File: config.mk
export PLATFORM = sky130hd
export DESIGN_NAME = arp_entry_resolver
export DESIGN_NICKNAME = d
export VERILOG_FILES = /design/src/rtl/arp_res_pkg.sv /design/src/rtl/arp_res_cfg.sv /design/src/rtl/arp_res_eval.sv /design/src/rtl/arp_res_pipe.sv /design/src/rtl/arp_entry_resolver.sv
export SDC_FILE = /design/constraint.sdc
export NUM_CORES = 1
export LEC_CHECK = 0
export ABC_AREA = 1
export ABC_CLOCK_PERIOD_IN_PS = 17700
export BUFFER_PORTS_ARGS = -buffer_cell sky130_fd_sc_hd__buf_2
export CAP_MARGIN = 15
export CORE_MARGIN = 2
export CORE_UTILIZATION = 37
export DETAILED_ROUTE_END_ITERATION = 8
export HOLD_SLACK_MARGIN = 0.03
export RECOVER_POWER = 50
export SYNTH_ARGS = -nofsm -noshare
export SYNTH_HDL_FRONTEND = slang
export SYNTH_SLANG_ARGS = --single-unit
export TNS_END_PERCENT = 1
File: constraint.sdc
create_clock -name i_clk -period 17.7 [get_ports i_clk]
set_input_delay 1.77 -clock i_clk [delete_from_list [all_inputs] [get_ports i_clk]]
set_output_delay 1.77 -clock i_clk [all_outputs]
set_load 0.02 [all_outputs]
File: src/rtl/arp_res_pkg.sv
`timescale 1ns / 1ps

package arp_res_pkg;

    // input word modes
    localparam logic [1:0] MODE_PKT   = 2'd0;
    localparam logic [1:0] MODE_TICK  = 2'd1;
    localparam logic [1:0] MODE_QUERY = 2'd2;

    // result actions
    localparam logic [1:0] ACT_NONE    = 2'd0;
    localparam logic [1:0] ACT_REPLY   = 2'd1;
    localparam logic [1:0] ACT_REQUEST = 2'd2;
    localparam logic [1:0] ACT_HIT     = 2'd3;

    // entry status codes
    localparam logic [1:0] ST_FREE    = 2'd0;
    localparam logic [1:0] ST_VALID   = 2'd1;
    localparam logic [1:0] ST_PENDING = 2'd2;

    // arp packet checks
    localparam logic [10:0] MIN_PKT_LEN = 11'd28;
    localparam logic [15:0] HW_ETHERNET = 16'h0001;
    localparam logic [15:0] PROTO_IPV4  = 16'h0800;
    localparam logic [7:0]  HW_ADDR_LEN = 8'd6;
    localparam logic [7:0]  IP_ADDR_LEN = 8'd4;
    localparam logic [15:0] OP_REQUEST  = 16'd1;
    localparam logic [15:0] OP_REPLY    = 16'd2;

    // register indexes
    localparam logic [1:0] REG_LOCAL_IP        = 2'd0;
    localparam logic [1:0] REG_VALID_TIMEOUT   = 2'd1;
    localparam logic [1:0] REG_PENDING_TIMEOUT = 2'd2;
    localparam logic [1:0] REG_MAX_RETRIES     = 2'd3;

    // register reset values
    localparam logic [31:0] RST_LOCAL_IP        = 32'd0;
    localparam logic [15:0] RST_VALID_TIMEOUT   = 16'd5;
    localparam logic [15:0] RST_PENDING_TIMEOUT = 16'd1;
    localparam logic [7:0]  RST_MAX_RETRIES     = 8'd3;

    typedef struct packed {
        logic [1:0]  mode;
        logic [10:0] pkt_len;
        logic [15:0] hw_type;
        logic [15:0] proto_type;
        logic [7:0]  hw_len;
        logic [7:0]  proto_len;
        logic [15:0] opcode;
        logic [47:0] src_mac;
        logic [31:0] src_ip;
        logic [31:0] tgt_ip;
        logic [31:0] query_ip;
    } t_in_word;

    typedef struct packed {
        logic [1:0]  action;
        logic [47:0] peer_mac;
        logic [31:0] peer_ip;
        logic [1:0]  entry_status;
    } t_out_word;

    typedef struct packed {
        logic [31:0] local_ip;
        logic [15:0] valid_timeout;
        logic [15:0] pending_timeout;
        logic [7:0]  max_retries;
    } t_cfg;

    typedef struct packed {
        logic [1:0]  status;
        logic [31:0] ip;
        logic [47:0] mac;
        logic [15:0] countdown;
        logic [7:0]  retries;
    } t_entry;

endpackage

File: src/rtl/arp_res_cfg.sv
`timescale 1ns / 1ps

module arp_res_cfg (
    input  logic                i_clk,
    input  logic                i_rst_n,
    input  logic                psel,
    input  logic                penable,
    input  logic                pwrite,
    input  logic [3:0]          paddr,
    input  logic [31:0]         pwdata,
    output logic [31:0]         prdata,
    output logic                pready,
    output arp_res_pkg::t_cfg   o_cfg
);
    import arp_res_pkg::*;

    t_cfg       r_cfg;
    logic       w_wr;
    logic [1:0] w_idx;

    assign pready = 1'b1;
    assign w_wr   = psel & penable & pwrite;
    assign w_idx  = paddr[3:2];
    assign o_cfg  = r_cfg;

    // register writes on the access cycle
    always_ff @(posedge i_clk) begin
        if (!i_rst_n) begin
            r_cfg.local_ip        <= RST_LOCAL_IP;
            r_cfg.valid_timeout   <= RST_VALID_TIMEOUT;
            r_cfg.pending_timeout <= RST_PENDING_TIMEOUT;
            r_cfg.max_retries     <= RST_MAX_RETRIES;
        end else if (w_wr) begin
            case (w_idx)
                REG_LOCAL_IP:        r_cfg.local_ip        <= pwdata;
                REG_VALID_TIMEOUT:   r_cfg.valid_timeout   <= pwdata[15:0];
                REG_PENDING_TIMEOUT: r_cfg.pending_timeout <= pwdata[15:0];
                REG_MAX_RETRIES:     r_cfg.max_retries     <= pwdata[7:0];
                default:             r_cfg                 <= r_cfg;
            endcase
        end
    end

    // read back
    always_comb begin
        case (w_idx)
            REG_LOCAL_IP:        prdata = r_cfg.local_ip;
            REG_VALID_TIMEOUT:   prdata = {16'd0, r_cfg.valid_timeout};
            REG_PENDING_TIMEOUT: prdata = {16'd0, r_cfg.pending_timeout};
            REG_MAX_RETRIES:     prdata = {24'd0, r_cfg.max_retries};
            default:             prdata = 32'd0;
        endcase
    end

endmodule

File: src/rtl/arp_res_eval.sv
`timescale 1ns / 1ps

module arp_res_eval (
    input  arp_res_pkg::t_in_word  i_word,
    input  arp_res_pkg::t_entry    i_entry,
    input  arp_res_pkg::t_cfg      i_cfg,
    output arp_res_pkg::t_entry    o_entry,
    output arp_res_pkg::t_out_word o_result
);
    import arp_res_pkg::*;

    logic        w_pkt_ok;
    logic        w_expired;
    logic [15:0] w_count_dec;

    // packet acceptance checks
    assign w_pkt_ok = (i_word.pkt_len >= MIN_PKT_LEN)
                   && (i_word.hw_type == HW_ETHERNET)
                   && (i_word.proto_type == PROTO_IPV4)
                   && (i_word.hw_len == HW_ADDR_LEN)
                   && (i_word.proto_len == IP_ADDR_LEN)
                   && ((i_word.opcode == OP_REQUEST) || (i_word.opcode == OP_REPLY))
                   && (i_word.tgt_ip == i_cfg.local_ip);

    // countdown runs out at one or zero, never wraps
    assign w_expired   = (i_entry.countdown <= 16'd1);
    assign w_count_dec = w_expired ? 16'd0 : i_entry.countdown - 16'd1;

    // next entry and result word
    always_comb begin
        o_entry           = i_entry;
        o_result.action   = ACT_NONE;
        o_result.peer_mac = 48'd0;
        o_result.peer_ip  = 32'd0;
        case (i_word.mode)
            MODE_PKT: begin
                if (w_pkt_ok) begin
                    if (i_word.opcode == OP_REQUEST) begin
                        o_result.action   = ACT_REPLY;
                        o_result.peer_mac = i_word.src_mac;
                        o_result.peer_ip  = i_word.src_ip;
                    end
                    o_entry.ip        = i_word.src_ip;
                    o_entry.mac       = i_word.src_mac;
                    o_entry.status    = ST_VALID;
                    o_entry.countdown = i_cfg.valid_timeout;
                    o_entry.retries   = i_cfg.max_retries;
                end
            end
            MODE_TICK: begin
                if (i_entry.status == ST_VALID) begin
                    o_entry.countdown = w_count_dec;
                    if (w_expired) begin
                        o_result.action   = ACT_REQUEST;
                        o_result.peer_ip  = i_entry.ip;
                        o_entry.status    = ST_PENDING;
                        o_entry.countdown = i_cfg.pending_timeout;
                    end
                end else if (i_entry.status == ST_PENDING) begin
                    o_entry.countdown = w_count_dec;
                    if (w_expired) begin
                        if (i_entry.retries == 8'd0) begin
                            o_entry.status = ST_FREE;
                        end else begin
                            o_entry.retries   = i_entry.retries - 8'd1;
                            o_result.action   = ACT_REQUEST;
                            o_result.peer_ip  = i_entry.ip;
                            o_entry.countdown = i_cfg.pending_timeout;
                        end
                    end
                end
            end
            MODE_QUERY: begin
                if ((i_entry.status == ST_VALID) && (i_entry.ip == i_word.query_ip)) begin
                    o_result.action   = ACT_HIT;
                    o_result.peer_mac = i_entry.mac;
                    o_result.peer_ip  = i_entry.ip;
                end else begin
                    o_result.action  = ACT_REQUEST;
                    o_result.peer_ip = i_word.query_ip;
                end
            end
            default: begin
                o_entry = i_entry;
            end
        endcase
        o_result.entry_status = o_entry.status;
    end

endmodule

File: src/rtl/arp_res_pipe.sv
`timescale 1ns / 1ps

module arp_res_pipe (
    input  logic                   i_clk,
    input  logic                   i_rst_n,
    input  arp_res_pkg::t_cfg      i_cfg,
    input  logic                   i_in_valid,
    input  arp_res_pkg::t_in_word  i_in_word,
    output logic                   o_in_stall,
    output logic                   o_out_valid,
    output arp_res_pkg::t_out_word o_out_word,
    input  logic                   i_out_stall
);
    import arp_res_pkg::*;

    logic      r_in_valid;
    t_in_word  r_in_word;
    logic      r_out_valid;
    t_out_word r_out_word;
    t_entry    r_entry;
    t_entry    n_entry;
    t_out_word n_result;
    logic      w_out_ready;
    logic      w_in_ready;
    logic      w_fire;

    // each stage moves when the one after it has room
    assign w_out_ready = !r_out_valid || !i_out_stall;
    assign w_in_ready  = !r_in_valid || w_out_ready;
    assign w_fire      = r_in_valid && w_out_ready;
    assign o_in_stall  = !w_in_ready;
    assign o_out_valid = r_out_valid;
    assign o_out_word  = r_out_word;

    arp_res_eval u_eval (
        .i_word   (r_in_word),
        .i_entry  (r_entry),
        .i_cfg    (i_cfg),
        .o_entry  (n_entry),
        .o_result (n_result)
    );

    // input register
    always_ff @(posedge i_clk) begin
        if (!i_rst_n) begin
            r_in_valid <= 1'b0;
        end else if (w_in_ready) begin
            r_in_valid <= i_in_valid;
        end
    end

    always_ff @(posedge i_clk) begin
        if (w_in_ready && i_in_valid) begin
            r_in_word <= i_in_word;
        end
    end

    // result register
    always_ff @(posedge i_clk) begin
        if (!i_rst_n) begin
            r_out_valid <= 1'b0;
        end else if (w_out_ready) begin
            r_out_valid <= r_in_valid;
        end
    end

    always_ff @(posedge i_clk) begin
        if (w_fire) begin
            r_out_word <= n_result;
        end
    end

    // cache entry, updated once per word in order
    always_ff @(posedge i_clk) begin
        if (!i_rst_n) begin
            r_entry.status    <= ST_FREE;
            r_entry.ip        <= 32'd0;
            r_entry.mac       <= 48'd0;
            r_entry.countdown <= 16'd0;
            r_entry.retries   <= 8'd0;
        end else if (w_fire) begin
            r_entry <= n_entry;
        end
    end

    // entry only moves when a word is processed
    a_entry_hold: assert property (@(posedge i_clk) disable iff (!i_rst_n)
        !w_fire |=> $stable(r_entry))
        else $error("entry changed with no word processed");

    // a word waiting in the input register is kept while the result is stalled
    a_in_kept: assert property (@(posedge i_clk) disable iff (!i_rst_n)
        r_in_valid && !w_out_ready |=> r_in_valid && $stable(r_in_word))
        else $error("input word lost under stall");

    // a reply or a hit always leaves a valid entry
    a_valid_after: assert property (@(posedge i_clk) disable iff (!i_rst_n)
        r_out_valid && (r_out_word.action == ACT_REPLY || r_out_word.action == ACT_HIT)
        |-> r_out_word.entry_status == ST_VALID)
        else $error("reply or hit without valid entry");

    // no action carries no addresses
    a_none_clean: assert property (@(posedge i_clk) disable iff (!i_rst_n)
        r_out_valid && r_out_word.action == ACT_NONE
        |-> r_out_word.peer_mac == 48'd0 && r_out_word.peer_ip == 32'd0)
        else $error("addresses on an empty result");

endmodule

File: src/rtl/arp_entry_resolver.sv
`timescale 1ns / 1ps

// single-entry arp cache
// input channel: i_in_valid / o_in_stall with i_in_word; mode selects a received
//   arp packet, a timer tick or a resolve query
// output channel: o_out_valid / i_out_stall with o_out_word; every input word
//   gives exactly one result word (action, peer mac, peer ip, entry status)
// a word accepted into the input register is evaluated against the cache
//   entry and lands in the result register once that register has room
// throughput: one word per cycle while the result is not stalled, set by the
//   single evaluation stage between the input register and the result register
// a stalled result is held while the input register still takes one more word;
//   with both registers full, o_in_stall rises until the receiver takes the result
// configuration: apb registers local_ip (0x0), valid_timeout (0x4), pending_timeout
//   (0x8), max_retries (0xc); to be written only while idle by the user, unenforced
// reset: synchronous, active low; both registers empty, entry free, registers
//   back to their defaults

module arp_entry_resolver (
    input  logic                   i_clk,
    input  logic                   i_rst_n,
    input  logic                   psel,
    input  logic                   penable,
    input  logic                   pwrite,
    input  logic [3:0]             paddr,
    input  logic [31:0]            pwdata,
    output logic [31:0]            prdata,
    output logic                   pready,
    input  logic                   i_in_valid,
    input  arp_res_pkg::t_in_word  i_in_word,
    output logic                   o_in_stall,
    output logic                   o_out_valid,
    output arp_res_pkg::t_out_word o_out_word,
    input  logic                   i_out_stall
);
    import arp_res_pkg::*;

    t_cfg w_cfg;

    // configuration registers
    arp_res_cfg u_cfg (
        .i_clk   (i_clk),
        .i_rst_n (i_rst_n),
        .psel    (psel),
        .penable (penable),
        .pwrite  (pwrite),
        .paddr   (paddr),
        .pwdata  (pwdata),
        .prdata  (prdata),
        .pready  (pready),
        .o_cfg   (w_cfg)
    );

    // word pipeline and cache entry
    arp_res_pipe u_pipe (
        .i_clk       (i_clk),
        .i_rst_n     (i_rst_n),
        .i_cfg       (w_cfg),
        .i_in_valid  (i_in_valid),
        .i_in_word   (i_in_word),
        .o_in_stall  (o_in_stall),
        .o_out_valid (o_out_valid),
        .o_out_word  (o_out_word),
        .i_out_stall (i_out_stall)
    );

endmodule
After elaboration in Yosys (flattened, before gate mapping). Cells that the tools add are included.

Memories: 0. RAM bits: 0. Bits in read-only memories: 0. Output and inout bits: 119. Bits of input ports: 264. Bits in latches: 0. Register bits: 485.

Divide/modulo/power cells: 0. Reduce and logical (&&, ||, !) cells: 27. Muxes and demuxes: 34. Multipliers: 0. Bitwise gates (word level): 2. Shifts and indexed selects: 0. Magnitude comparators: 2. Add/sub/neg operators: 2. Eq/ne operators: 21.

Operators by type and width (number): $mux W32 (6); $mux W81 (2); $pmux W32 S4 (1); $mux W106 (1); $pmux W32 S3 (1); $pmux W48 S2 (1); $mux W24 (3); $eq A32 B32 Y1 (2); $mux W16 (3); $mux W48 (1); $pmux W24 S2 (1); $eq A16 B1 Y1 const B (2); $mux W2 (10); $eq A16 B12 Y1 const B (1); $eq A16 B2 Y1 const B (1); $eq A8 B3 Y1 const B (2); $le A16 B1 Y1 const B (1); $sub A16 B1 Y16 const B (1); $ge A11 B5 Y1 const B (1); $ne A2 B2 Y1 const B (5); $logic_and A1 B1 Y1 (9); $eq A2 B2 Y1 const B (4); $logic_not A8 Y1 (1); $mux W8 (1); other kinds (15) (27).

Logic depth before layout (Yosys ltp). Gate-level depths: netlist (run 1).

Word-level depth: 9. Depth in mapped cells: 17. Mapped depth without buffers: 15.

Cells and area by module. A second synthesis (run 1) with hierarchy kept.

Cells, all modules: 3025. Area, all modules: 24045.6 µm².

Modules (own cells, without submodules): arp_res_pipe (cells each 1013, sequential area each 11320.9 µm², times used 1, area each 13950.9 µm²); arp_res_eval (cells each 1466, sequential area each 0.0 µm², times used 1, area each 6681.4 µm²); arp_res_cfg (cells each 546, sequential area each 1441.4 µm², times used 1, area each 3413.3 µm²).

Worst setup path after synthesis (run 1). OpenSTA, ideal clock, no wires.

Path type: input -> register. Start: input i_out_stall. End: register u_pipe.r_in_word[0] (netlist name) (enable). Data arrival time: 6340 ps. Setup slack: 10789 ps. Data required time: 17129 ps. Buffers on the path: 0. Stages on the path: 5. Path through: nand2_1 > nor2_1 > inv_1 > nand2_1 > inv_1.

Cells in the longest elaborated chain, start to end: 4.

Ends and longest elaborated chain: start: declaration (RTL line arp_entry_resolver.sv:34) `input logic i_out_stall`; $logic_not A1 Y1 (RTL line arp_res_pipe.sv:28) `assign w_out_ready = !r_out_valid || !i_out_stall;`; $logic_or A1 B1 Y1 (RTL line arp_res_pipe.sv:28); $logic_or A1 B1 Y1 (RTL line arp_res_pipe.sv:29) `assign w_in_ready = !r_in_valid || w_out_ready;`; $logic_and A1 B1 Y1 (RTL line arp_res_pipe.sv:53) `if (w_in_ready && i_in_valid) begin`; end signal: assignment (RTL line arp_res_pipe.sv:54) `r_in_word <= i_in_word;`; end: declaration (RTL line arp_res_pipe.sv:17) `t_in_word r_in_word;`.

No other way between the ends. A chain may end at the register's enable or synchronous reset.

Worst setup path after layout (run 1).
Start: input i_out_stall. End: register u_pipe.r_in_word[190] (netlist name) (enable).

Same word-level chain as after synthesis.

==> results of run 1 <==
## metal layers
layer	share of wire (%)	up-vias	wire, µm	GRT usage [%]
met5	0.069	-	40	0
met4	3.0	6	1770	7.04
met3	7.2	110	4180	4.20
met2	47	582	27600	32.3
met1	42	7902	24500	24.0
li1	-	8519	-	-
## state kept, by name, indices dropped and copies added, names as in the netlist
register	count
u_pipe.o_out_valid	1
u_pipe.r_in_valid	1
u_pipe.o_out_word	84
u_pipe.r_in_word	219
u_pipe.r_entry	106
u_cfg.o_cfg	72
## per-stage QoR
step / area, µm² / setup WS, ns / hold WS (ns) / util (%)
global placement: 23600 / 12.41 / 0.456 / 41.9
global route: 25200 / 8.12 / 0.489 / 44.7
finish: 25200 / 8.87 / 0.474 / 44.7
CTS: 25200 / 12.33 / 0.474 / 44.8
detailed placement: 23600 / 12.35 / 0.465 / 41.9
floorplan: 21000 / 10.79 / 0.439 / -
## power by group through the flow
| stage | clock (mW) | sequential, mW | combinational (mW) |
|---|---|---|---|
| after floorplan | 0 | 1.30 | 0.119 |
| after global placement | 0 | 1.29 | 0.218 |
| after detailed placement | 0 | 1.29 | 0.221 |
| after CTS | 1.09 | 1.27 | 0.222 |
| after global routing | 1.13 | 1.28 | 0.242 |
| final | 1.06 | 1.27 | 0.218 |
## logic make-up after synthesis
logic type	Yosys count	share of synthesized area, %
buffers and inverters	371	7.06
adders and majority gates	6	0.357
and+or+nand+nor	1208	23.3
other	1	0.0178
xor gates and xnor gates	25	1.04
AOI/OAI and AO/OA	299	7.83
DFF	483	60.4
## worst max path at each step
stage | start | endpoint | cells past startpoint
final | i_out_stall | u_pipe.r_in_word[190]$_DFFE_PP_ | 7
after global routing | i_out_stall | u_pipe.r_in_word[188]$_DFFE_PP_ | 7
after global placement | paddr[3] | prdata[6] | 5
after floorplan | i_out_stall | u_pipe.r_in_word[0]$_DFFE_PP_ | 5
after detailed placement | paddr[3] | prdata[6] | 5
after CTS | paddr[3] | prdata[6] | 5
## area by class of cell
class / instances / share of cell area, %
multi-input cells: 1539 / 27.3
clock buffers: 79 / 5.85
diodes: 6 / 0.0597
inverters: 276 / 4.13
repair buffers: 396 / 7.76
well taps: 756 / 3.76
flip-flops and latches: 483 / 50.5
clock inverters: 17 / 0.706
## cell usage in the layout, fill, tap and decap left out, types with 22 or more instances in the layout
| cell | Yosys | layout |
|---|---|---|
| a21oi_1 | 70 | 71 |
| edfxtp_1 | 303 | 303 |
| inv_2 | 26 | 25 |
| dfxtp_1 | 180 | 180 |
| o21bai_1 | 22 | 22 |
| nand3_1 | 70 | 69 |
| buf_2 | 11 | 309 |
| nor2_1 | 499 | 496 |
| clkbuf_1 | 66 | 89 |
| o21ai_0 | 166 | 166 |
| clkbuf_16 | 0 | 52 |
| inv_1 | 247 | 246 |
| nand2_1 | 533 | 533 |
| nand4_1 | 65 | 65 |
## worst max-delay path, cell delays in order
cell and delay (ns):
buf_2 0.08, nand2_1 0.08, nor2_1 0.12, inv_1 0.06, nand2_1 0.09, clkinvlp_2 4.50
buf_4 2.13
==> flow_summary.ini, run 1 <==
[synth]
syn_nets = 2663
yosys-top-cells-count = nand2_1 (533), nor2_1 (499), edfxtp_1 (303)
synth_top_cell_area_share_pct = 43.3
netlist_top_cells_area = edfxtp_1 (43%), dfxtp_1 (17%), nand2_1 (9.5%), nor2_1 (8.9%), inv_1 (4.4%)
synthCells = 2393
post_synth_num_cell_types = 41
yosysTopAreaCell = edfxtp_1
synth_seq_cells = 483
synth_most_common_cell = nand2_1
synth_enable_flop_cells = 303
synth_flop_cell = edfxtp_1
yosysWarnings = 0
syn-cell-area_um2 = 21000
async_reset_ff_share_pct = 0
yosysSeqAreaShare_pct = 60.4
avgSynthCellArea_um2 = 8.79

[floorplanning]
row_count = 87
start_util_pct = 37.4
coreArea_um2 = 56300
die_area_um2 = 58700
die_x_um = 242
die_height_um = 242
boundaryPins = 383

[setup_path]
worstReg2RegStart = u_pipe.o_out_valid$_SDFFE_PN0P_
critical_path_class = in2reg
cp-end-kind = register
r2r_slack_ns = 9.82
ff2ff_path_depth = 6
start_kind = input port
required_ns = 17.87
cp.arrival_ns = 9.00
crit-reg2reg-capture = u_pipe.r_in_word[190]$_DFFE_PP_
cp_max_fo = 130

[min_path]
holdCritStartpoint = u_cfg.o_cfg[43]$_SDFFE_PN0P_
hold_class = reg2reg
whs_path_depth = 2
holdPathEnd = u_cfg.o_cfg[43]$_SDFFE_PN0P_

[outcome]
violations = max-capacitance violations, max-slew violations
status = finished with violations

[layout]
num-fill-cells = 5471
stdcell_count = 3552
drive_gt1_share_pct = 15.8
area_growth_syn_to_layout_pct = 19.7
ff_latch_area_um2 = 12700
nets = 3018
multiInputGateArea_um2 = 6860

[global_routing]
grt_pass1_vias = 16400
antenna_found_initial = 8
grt_max_degree = 131
gr-total-overflow = 0
grt_usage_pct = 19.1
grt_pass1_wl_mm = 89.0

[pwr]
power_mw = 2.55
power_density_nw_per_um2 = 101
sequentialPowerShare_pct = 50.0
leakage_nw = 10.4
swShare_pct = 24.0
p_int_mw = 1.94
combPwrFrac_pct = 8.5
power_frac_clock_pct = 41.5
ir_worst_vdd_mv = 0.0813
p_switching_mw = 0.613

[drt]
ant_nets = 0
drt_iter0_drc = 983
drc = 0
vias = 17100
drt_pass1_iterations = 5
drt-total-wl_mm = 58.0
wl_per_cell_um = 16.3
viasPerCell = 4.82

[clocking]
hold_buffers = 0
cts_root_buf = clkbuf_16
clkLatencyLatePin_ns = 0.59
clock_sinks = 483
cts_tree = built
cts_buffers = 52
post-cts-setup-buffer-count = 0
cts.reportedPaths.clkPinSlew_ns = 0.06
post_cts_resized = 0
htree_num_levels = 2
max-clock-path-buffers = 3

[timing]
post-route-period-util_pct = 49.9
setup_viol = 0
tightest_slew_ns = 6.14
slew_headroom_pct = -311
hold_viol_final = 0
period_needed_ns = 8.83
drv_slew = 246
final.setup.tns_ns = 0
clock_skew_ns = 0.0200
timing.fmax_ghz = 0.113
rsz0062_at_grt = false

[placement]
io_buffers = 377
place.gp.congestion = 0.882
post-dp-hpwl_mm = 40.4
place_inst = 3448

[job]
drv_cap = 3
(Power assumes the default switching activity.)
==> run 2, diff against run 1 <==
- ABC_CLOCK_PERIOD_IN_PS: 17700 -> 8960
- clock period: 17.7 -> 8.96 ns (I/O delays scaled with it)
==> flow_summary.ini, run 2 (same netlist as run 1, synthesis figures left out) <==
[clocking]
post-cts-setup-buffer-count = 0
cts_root_buf = clkbuf_16
cts_buffers = 52
max-clock-path-buffers = 3
cts.reportedPaths.clkPinSlew_ns = 0.07
hold_buffers = 0
htree_num_levels = 2
cts_tree = built
post_cts_resized = 0
clock_sinks = 483
clkLatencyLatePin_ns = 0.60

[layout]
final_cell_mix = nand2_1 (533), nor2_1 (495), edfxtp_1 (303), buf_2 (262), inv_1 (245)
ff_latch_area_um2 = 12700
area_growth_syn_to_layout_pct = 19.6
num-fill-cells = 5517
largest_register = u_pipe.r_in_word
stdcell_count = 3548
nets = 3017
multiInputGateArea_um2 = 6870
largest_reg_flops = 219
drive_gt1_share_pct = 14.3
final_common_cell = nand2_1

[global_routing]
antenna_found_initial = 6
gr-total-overflow = 0
grt_usage_pct = 19.2
grt_max_degree = 111
grt_pass1_vias = 16700
grt_pass1_wl_mm = 89.1

[timing]
final.setup.tns_ns = 0
rsz0062_at_grt = false
period_needed_ns = 5.54
clock_skew_ns = 0.0205
tightest_slew_ns = 4.81
setup_viol = 0
drv_slew = 252
timing.fmax_ghz = 0.181
slew_headroom_pct = -221
post-route-period-util_pct = 61.8
hold_viol_final = 0

[setup_path]
critical_path_class = in2reg
worstReg2RegStart = u_pipe.o_out_valid$_SDFFE_PN0P_
cp.arrival_ns = 6.08
start_kind = input port
r2r_slack_ns = 3.93
cp_max_fo = 110
ff2ff_path_depth = 4
cp-end-kind = register
required_ns = 9.50
crit-reg2reg-capture = u_pipe.o_out_word[6]$_DFFE_PP_

[min_path]
whs_path_depth = 2
hold_class = reg2reg
holdCritStartpoint = u_cfg.o_cfg[41]$_SDFFE_PN0P_
holdPathEnd = u_cfg.o_cfg[41]$_SDFFE_PN0P_

[pwr]
power_mw = 5.12
leakage_nw = 10.3
ir_worst_vdd_mv = 0.131
power_density_nw_per_um2 = 203

[floorplanning]
die_height_um = 242
die_area_um2 = 58700
coreArea_um2 = 56300
row_count = 87
die_x_um = 242
start_util_pct = 37.4
boundaryPins = 383

[drt]
drc = 0
drt-total-wl_mm = 58.3
drt_pass1_iterations = 7
drt_iter0_drc = 1032
viasPerCell = 4.84
ant_nets = 0
wl_per_cell_um = 16.4
vias = 17200

[job]
drv_cap = 3

[placement]
place.gp.congestion = 0.887
place_inst = 3448
io_buffers = 377
post-dp-hpwl_mm = 40.0

[outcome]
status = finished with violations
violations = max-capacitance violations, max-slew violations
[run 2: cell types whose count changed in the layout (fill, tap and decap cells not counted), sizes merged]
cell,change
clkbuf,+46
buf,-47
clkinv,+1
bufinv,+1
inv,+1
diode,-5
clkinvlp,-1
[run 2: area by class of cell]
type / instances / area share (%)
diodes: 1 / 0.00995
clock buffers: 79 / 5.98
inverters: 276 / 4.13
flip-flops and latches: 483 / 50.5
repair buffers: 395 / 7.48
multi-input cells: 1539 / 27.3
clock inverters: 19 / 0.826
well taps: 756 / 3.76
[run 2: where the power goes]
part           internal (mW)  switching [mW]  total, mW
clock                   1.27           0.897       2.17
sequential              2.47          0.0418       2.51
combinational          0.134           0.298      0.432
total                   3.88            1.24       5.12
[run 2: per-stage QoR]
| stage | util (%) | hold WS (ns) | cell area, µm² | setup slack, ns |
|---|---|---|---|---|
| 2_1_floorplan | - | 0.439 | 21000 | 2.92 |
| 5_1_grt | 44.7 | 0.446 | 25200 | 3.07 |
| 3_3_place_gp | 41.9 | 0.456 | 23600 | 5.29 |
| 6_report | 44.7 | 0.474 | 25200 | 3.42 |
| 4_1_cts | 44.9 | 0.431 | 25300 | 5.23 |
| 3_5_place_dp | 41.9 | 0.463 | 23600 | 5.24 |
[run 2: how the worst max path moves through the flow]
| stage | to | cells past startpoint | from | slack (ns) |
|---|---|---|---|---|
| 2_1_floorplan | u_pipe.r_in_word[0]$_DFFE_PP_ | 5 | i_out_stall | 2.92 |
| 3_3_place_gp | u_cfg.o_cfg[37]$_SDFFE_PN0P_ | 9 | paddr[2] | 5.29 |
| 3_5_place_dp | u_pipe.r_entry[51]$_SDFFE_PN0P_ | 16 | u_pipe.r_in_word[165]$_DFFE_PP_ | 5.24 |
| 4_1_cts | u_pipe.r_entry[51]$_SDFFE_PN0P_ | 16 | u_pipe.r_in_word[165]$_DFFE_PP_ | 5.23 |
| 5_1_grt | u_pipe.r_entry[105]$_SDFFE_PN0P_ | 6 | i_rst_n | 3.07 |
| 6_report | u_pipe.r_entry[105]$_SDFFE_PN0P_ | 6 | i_rst_n | 3.42 |
[run 2: critical path: stages]
cell and delay [ns]:
clkbuf_1 3.32, buf_4 1.07, inv_1 0.34, a21oi_1 0.21, nand2_1 0.08, inv_1 0.07
[run 2: layer usage]
| layer | global-route usage, % | vias to the layer above | wire length (µm) |
|---|---|---|---|
| li1 | - | 8507 | - |
| met1 | 24.2 | 7952 | 24500 |
| met2 | 32.2 | 584 | 27700 |
| met3 | 4.11 | 135 | 4150 |
| met4 | 7.19 | 8 | 2010 |
| met5 | 0 | - | 48 |
